### src/rtl/shbs_pkg.sv
`timescale 1ns / 1ps
package shbs_pkg;

  localparam int HALF_W    = 64;
  localparam int KEY_W     = 2 * HALF_W;
  localparam int IDX_W     = 10;
  localparam int CNT_W     = 11;
  localparam int S_TDATA_W = 144;
  localparam int M_TDATA_W = 8;

  // request kinds carried on tuser
  localparam logic FUNC_LOAD   = 1'b0;
  localparam logic FUNC_SEARCH = 1'b1;

  typedef enum logic [1:0] {
    ST_IDLE,
    ST_PROBE,
    ST_HOLD
  } state_t;

endpackage

### src/rtl/shbs_ctrl.sv
`timescale 1ns / 1ps
module shbs_ctrl #(
  parameter int TABLE_DEPTH = 1024
) (
  input  logic                               clk,
  input  logic                               rst,
  input  logic                               start,
  input  logic [shbs_pkg::KEY_W-1:0]         key_in,
  input  logic [shbs_pkg::CNT_W-1:0]         entry_count,
  output logic                               idle,
  output logic                               rd_en,
  output logic [$clog2(TABLE_DEPTH)-1:0]     rd_addr,
  input  logic [shbs_pkg::KEY_W-1:0]         rd_data,
  output logic                               m_valid,
  input  logic                               m_ready,
  output logic                               found
);
  import shbs_pkg::*;

  localparam int AW = $clog2(TABLE_DEPTH);
  localparam int CW = AW + 1;
  localparam int NW = (CW > CNT_W) ? CW : CNT_W;
  localparam logic [NW-1:0] DEPTH_N = NW'(TABLE_DEPTH);

  state_t         state, state_next;
  logic [KEY_W-1:0] key;
  logic [CW-1:0]  low, low_next;
  logic [CW-1:0]  hi_x, hi_x_next;     // one past the upper bound
  logic [AW-1:0]  mid, mid_next;
  logic           found_pend, found_pend_next;
  logic           m_valid_next, found_next;

  logic [NW-1:0]  cnt_ext;
  logic [CW-1:0]  n_sat, mid0;
  logic [CW-1:0]  mid_w, low_g, mid_l, mid_g;
  logic           cont_l, cont_g, key_eq, key_lt, out_free;

  assign cnt_ext = NW'(entry_count);
  assign n_sat   = (cnt_ext > DEPTH_N) ? DEPTH_N[CW-1:0] : cnt_ext[CW-1:0];
  assign mid0    = (n_sat - CW'(1)) >> 1;

  assign key_eq  = (rd_data == key);
  assign key_lt  = (key < rd_data);

  // next midpoint for both outcomes, worked out alongside the compare
  assign mid_w   = {1'b0, mid};
  assign cont_l  = (low < mid_w);
  assign mid_l   = low + ((mid_w - CW'(1) - low) >> 1);
  assign low_g   = mid_w + CW'(1);
  assign cont_g  = (low_g < hi_x);
  assign mid_g   = low_g + ((hi_x - CW'(1) - low_g) >> 1);

  assign out_free = !m_valid || m_ready;
  assign idle     = (state == ST_IDLE);
  assign rd_addr  = mid_next;

  always_comb begin
    state_next      = state;
    low_next        = low;
    hi_x_next       = hi_x;
    mid_next        = mid;
    found_pend_next = found_pend;
    rd_en           = 1'b0;
    m_valid_next    = m_valid && !m_ready;
    found_next      = found;
    unique case (state)
      ST_IDLE: begin
        if (start) begin
          low_next  = '0;
          hi_x_next = n_sat;
          mid_next  = mid0[AW-1:0];
          if (n_sat != '0) begin
            rd_en      = 1'b1;
            state_next = ST_PROBE;
          end else if (out_free) begin
            m_valid_next = 1'b1;
            found_next   = 1'b0;
          end else begin
            found_pend_next = 1'b0;
            state_next      = ST_HOLD;
          end
        end
      end
      ST_PROBE: begin
        if (key_eq || (key_lt && !cont_l) || (!key_lt && !cont_g)) begin
          if (out_free) begin
            m_valid_next = 1'b1;
            found_next   = key_eq;
            state_next   = ST_IDLE;
          end else begin
            found_pend_next = key_eq;
            state_next      = ST_HOLD;
          end
        end else if (key_lt) begin
          hi_x_next = mid_w;
          mid_next  = mid_l[AW-1:0];
          rd_en     = 1'b1;
        end else begin
          low_next  = low_g;
          mid_next  = mid_g[AW-1:0];
          rd_en     = 1'b1;
        end
      end
      ST_HOLD: begin
        if (out_free) begin
          m_valid_next = 1'b1;
          found_next   = found_pend;
          state_next   = ST_IDLE;
        end
      end
      default: begin
        state_next = ST_IDLE;
      end
    endcase
  end

  always_ff @(posedge clk) begin
    if (rst) begin
      state   <= ST_IDLE;
      m_valid <= 1'b0;
    end else begin
      state   <= state_next;
      m_valid <= m_valid_next;
    end
  end

  always_ff @(posedge clk) begin
    if (start && idle) begin
      key <= key_in;
    end
    low        <= low_next;
    hi_x       <= hi_x_next;
    mid        <= mid_next;
    found_pend <= found_pend_next;
    found      <= found_next;
  end

endmodule

### config.mk
export PLATFORM = sky130hd
export DESIGN_NAME = shbs_ctrl
export DESIGN_NICKNAME = d
export VERILOG_FILES = /design/src/rtl/shbs_pkg.sv /design/src/rtl/shbs_ctrl.sv
export SDC_FILE = /design/constraint.sdc
export NUM_CORES = 1
export LEC_CHECK = 0
export BUFFER_PORTS_ARGS = -buffer_cell sky130_fd_sc_hd__buf_2
export CAP_MARGIN = 25
export CORE_MARGIN = 8
export CORE_UTILIZATION = 59
export DETAILED_ROUTE_END_ITERATION = 6
export GPL_TIMING_DRIVEN = 1
export MAX_ROUTING_LAYER = met4
export PLACE_DENSITY = 0.95
export SLEW_MARGIN = 20
export SYNTH_ARGS = -nofsm -noshare
export SYNTH_HDL_FRONTEND = slang
export SYNTH_SLANG_ARGS = --single-unit
### constraint.sdc
create_clock -name clk -period 8.6 [get_ports clk]
set_input_delay 0.86 -clock clk [delete_from_list [all_inputs] [get_ports clk]]
set_output_delay 0.86 -clock clk [all_outputs]
set_load 0.02 [all_outputs]
* Word-level counts from Yosys, hierarchy flattened
Cells that the tools add are included.
** Storage, ports and cells
- Latch bits :: 0
- Output and inout port bits :: 14
- Bits in registers :: 165
- ROM bits :: 0
- Memory bits (writable) :: 0
- Memories :: 0
** Cells by class
- Shift-type cells :: 0
- Div/mod/pow operators :: 0
- Reduce and logical (&&, ||, !) cells :: 21
- Bitwise logic cells :: 0
- Equality and inequality tests :: 15
- $mul :: 0
- Order comparisons :: 4
- Add/subtract/negate cells :: 8
- Muxes and demuxes :: 42
** Operators by type and width (number)
- == test 128 bit :: 1
- < comparator 128 bit :: 1
- two-way mux 11 bit :: 7
- one-hot mux 11 bit (2 select lines) :: 2
- two-way mux 10 bit :: 3
- subtractor 11 x 1 -> 11 bit (second input constant) :: 2
- subtractor 11 bit :: 2
- adder 10 bit :: 2
- != test 2 bit (second input constant) :: 10
- one-hot mux 10 bit (2 select lines) :: 1
- two-way mux 1 bit :: 18
- two-way mux 2 bit :: 6
- AND reduction 4 bit :: 3
- adder 10 x 1 -> 11 bit (second input constant) :: 1
- greater-than comparator 11 bit (second input constant) :: 1
- < comparator 11 x 10 -> 1 bit :: 1
- < comparator 11 bit :: 1
- nonzero test 11 bit :: 1
- subtractor 10 x 1 -> 11 bit (second input constant) :: 1
- AND reduction 7 bit :: 1
- one-hot mux 1 bit (3 select lines) :: 2
- one-hot mux 2 bit (3 select lines) :: 1
- AND reduction 6 bit :: 1
- zero test 1 bit :: 5
- other kinds (10) :: 16

* Depth between registers and ports, before layout
- Word-level depth :: 7
- Gate-level depth with buffers :: 20
- Gate-level depth less buffers :: 18

* Worst setup path after synthesis
Ideal clock, no wire load.
- Kind :: reg2out
- From :: register state[1]
- To :: output rd_addr[8]
- Arrival :: 4.703 ns
- Stages on the path, launching flop included :: 10
- Path buffers :: 1
- Path slack :: 3.037 ns
- Cell sequence :: dfxtp_1 inv_1 ha_1 buf_6 nand2_1 inv_1 o21ai_0 nand2_1 nor3_1 o221ai_1
** Between the ends
- Longest elaborated chain between the ends :: 2
** Ends and longest elaborated chain
- from (decl) :: line shbs_ctrl.sv:25 : state_t state, state_next;
- from (signal assigned) :: line shbs_ctrl.sv:122 : state <= state_next;
- zero test 2 bit
- net idle :: line shbs_ctrl.sv:10 : output logic idle,
- one-hot mux 10 bit (2 select lines) :: line shbs_ctrl.sv:66 : unique case (state)
- to (decl) :: line shbs_ctrl.sv:12 : output logic [$clog2(TABLE_DEPTH)-1:0] rd_addr,
The timed path passes the listed nets, and every way through them passes these cells.

* Final worst setup path
- From :: register mid[0]
- To :: output rd_addr[8]
** Between the ends
- Longest elaborated chain between the ends :: 7
** Ends and longest elaborated chain
- from (decl) :: line shbs_ctrl.sv:29 : logic [AW-1:0] mid, mid_next;
- from (signal assigned) :: line shbs_ctrl.sv:133 : mid <= mid_next;
- adder 10 x 1 -> 11 bit (*) :: line shbs_ctrl.sv:49 : assign low_g = mid_w + CW'(1);
- net low_g[4] :: line shbs_ctrl.sv:35 : logic [CW-1:0] mid_w, low_g, mid_l, mid_g;
- parallel branches: the longest is 4 deep, another holds subtractor 11 bit
- two-way mux 10 bit (*) :: line shbs_ctrl.sv:85 : if (key_eq || (key_lt && !cont_l) || (!key_lt && !cont_g)) begin
- one-hot mux 10 bit (2 select lines) (*) :: line shbs_ctrl.sv:66
Mark *: on every way through the listed nets, which the timed path passes.

==> impl_metrics.csv <==
group,metric,value,unit
outcome,status,"finished clean",
synthesis,ys_ff_latch,165,
grt,grt_pass1_wl,56300,µm
layout,regArea,4820,µm²
pwr,p_sw,0.00236,W
clock_tree,clk_latency,0.44,ns
clock_tree,holdBufCountCts,0,
pwr,vdd_drop_max,0.202,mV
synthesis,synth_flop_cell,"edfxtp_1",
drt,drt_first_pass_iters,5,
floorplan,die_w,156,µm
critical_path,end_kind,"output pin",
clock_tree,cts_setup_buffers,0,
floorplan,rows,51,
drt,drc,0,
placement,portBuffers,284,
grt,grt.overflow.total,0,
synthesis,ys_async_sr_fraction,0,%
synthesis,ys_seq_area_share,41.6,%
grt,grt_max_degree,70,
grt,track_usage,30.6,%
timing,layout_min_cycle_time,6.16,ns
timing,report.final.slew_viol_count,0,
timing,rsz0062_at_grt,"false",
clock_tree,ctsRootBufferMaster,"clkbuf_16",
clock_tree,cts_buffer_depth,2,
synthesis,syn_area,11600,µm²
pwr,p_seq_share,23.8,%
grt,antenna_found_initial,11,
clock_tree,cts_buffers,17,
synthesis,ys_warn_count,0,
critical_path,critPathArrivalTime,5.30,ns
layout,multi_input_area,5960,µm²
synthesis,synth_top_area_share,39.4,%
pwr,powerDensity,365,nW/µm²
timing,max_freq,0.162,GHz
critical_path,critPathLaunchType,"flop",
timing,setup_violations,0,
placement,dp_hpwl,29500,µm
pwr,pwr-share-comb,60.8,%
timing,setup_tns,0,ns
timing,tightest_slew,0.966,ns
critical_path,path_class,"flop to output pin",
pwr,p_clk_share,15.4,%
pwr,power.static_leakage,6.61,nW
drt,antenna_left,0,
layout,design_area,13900,µm²
timing,finalHoldViolCount,0,
clock_tree,clk_pin_slew_worst_paths,0.08,ns
drt,drtIter0Drc,847,
grt,grt_pass1_vias,11100,
synthesis,synth_largest_area_cell,"edfxtp_1",
run,cap_violations,0,
placement,gp_congestion,0.991,
clock_tree,numClockSinks,165,
timing,whs,0.590,ns
floorplan,initial_core_util,59.8,%
pwr,switching_share,46.4,%
drt,vias,10400,
placement,placed_area,13300,µm²
layout,final_nets,1911,
clock_tree,cts_resized,0,
clock_tree,cts_max_level,4,
critical_path,worstPathRequired,7.74,ns
hold_path,hold_class,"input pin to flop",
synthesis,synth_nets,1620,
layout,fill_cells,1412,
synthesis,synth_edf_count,152,
layout,drive_gt1_share,22.9,%
drt,wl_per_cell,20.9,µm
layout,syn_to_final_growth,20.1,%
timing,relSlewSlack,35.1,%
floorplan,core_area,19400,µm²
drt,wirelength,36400,µm
timing,clock_skew,0.0196,ns
synthesis,synth_cells,1162,
timing,layout_setup_ws,2.44,ns
drt,vias_per_cell,6.00,
floorplan,io_pins,285,
placement,post-place-ws,2.88,ns
critical_path,cp_max_fo,11,
synthesis,synth_cell_type_count,77,
clock_tree,cts_tree,"yes",
floorplan,die-area,24400,µm²
synthesis,avgSynthCellArea,9.98,µm²
pwr,internal_power,0.00272,W
synthesis,ys_top_cells_by_area,"edfxtp_1 39%, ha_1 20%, inv_1 6.1%",
floorplan,die_h,156,µm
timing,finalCritPeriodShare,71.6,%
[routing by layer]
| metal | GRT usage, % | share of wire, % | vias up |
|---|---|---|---|
| met4 | 16.2 | 5.0 | 0 |
| met3 | 7.20 | 8.0 | 128 |
| met1 | 32.4 | 37 | 4886 |
| met2 | 52.8 | 50 | 596 |
| met5 | - | 0 | - |
| li1 | - | - | 4836 |
[registers in the layout, summed over array words and instances, names as in the netlist]
register	flops
found_pend	1
key	128
m_valid	1
low	11
found	1
state	2
mid	10
hi_x	11
[cell usage in the layout (no fill, tap or decap), drive strengths merged, types with 5 or more instances in the layout]
master,count
a221oi,5
a21o,12
a21oi,77
or4,7
nand2b,6
nor3,29
o21a,8
edfxtp,152
diode,11
inv,196
a21boi,5
clkinv,10
o21ai,61
ha,183
or3,5
nor4,16
nor2,69
o221ai,10
clkbuf,17
nor2b,8
o22ai,5
and2,6
dfxtp,13
o211ai,6
xor2,13
nand3,33
nand4,34
and3,8
buf,289
a211oi,13
xnor2,24
nand2,74
[synth_stat cells, drive strengths merged (5+ instances only)]
master	count
ha	183
xor2	13
nand4	34
a21boi	5
a221oi	5
nand2b	6
nand2	74
a211oi	13
or4	7
o21ai	61
edfxtp	152
dfxtp	13
o221ai	10
inv	190
nor2	69
nor4	16
nor3	29
buf	7
nor2b	8
xnor2	24
a21o	12
clkbuf	10
nand3	33
and3	8
or3	5
a21oi	77
o211ai	6
o22ai	5
o21a	8
and2	6
[final cells by class]
type,instances,area share [%]
Clock inverter,15,1.33
Antenna cell,11,0.198
Tap cell,265,2.38
Multi-Input combinational cell,789,42.8
Sequential cell,165,34.6
Clock buffer,17,3.05
Timing Repair Buffer,289,10.5
Inverter,191,5.16
[logic make-up (layout without fill, tap and decap cells)]
| family | count (synthesis) | in the layout | share of synthesized area, % |
|---|---|---|---|
| buffers and inverters | 208 | 512 | 7.02 |
| AO/OA/AOI/OAI | 254 | 254 | 14.2 |
| flip-flops | 165 | 165 | 41.6 |
| other | 0 | 11 | 0 |
| AND/OR/NAND/NOR | 306 | 306 | 13.3 |
| adder cells (fa/ha/maj) | 187 | 187 | 20.4 |
| multiplexers | 4 | 4 | 0.356 |
| XOR/XNOR | 38 | 38 | 3.05 |
[through the flow]
step,total power (W),utilization (%),instances
after floorplan,0.00341,-,1162
after global placement,0.00415,68.5,1699
after detailed placement,0.00421,68.5,1699
after CTS,0.00503,71.7,1731
after global routing,0.00541,71.8,1742
final,0.00508,71.8,1742
[power groups by stage]
| stage | registers, W | clock network (W) | logic, W |
|---|---|---|---|
| after floorplan | 0.00117 | 0 | 0.00224 |
| after global placement | 0.00121 | 0 | 0.00294 |
| after detailed placement | 0.00122 | 0 | 0.00300 |
| after CTS | 0.00120 | 0.000790 | 0.00304 |
| after global routing | 0.00122 | 0.000820 | 0.00337 |
| final | 0.00121 | 0.000783 | 0.00309 |
[final timing paths]
kind	start	to	slack [ns]	depth (start not counted)
max	mid[0]	rd_addr[8]	2.44	17
min	key_in[37]	key[37]	0.59	1
max reg2reg	key[78]	low[4]	3.54	10
min reg2reg	m_valid	m_valid	0.66	2
[worst max-delay path: stages (launching register included)]
cell      delay (ns)
dfxtp_1         0.55
ha_1            0.37
nand3_1         0.13
xnor2_1         0.30
inv_1           0.10
ha_1            0.51
nor2_1          0.07
nor2_1          0.14
o31ai_1         0.18
a311oi_1        0.59
o21bai_1        0.21
xor2_1          0.21
ha_1            0.32
a21o_1          0.21
or3_1           0.30
a31oi_1         0.30
o221ai_1        0.17
buf_2           0.20
Power figures use the tool's default switching activity.
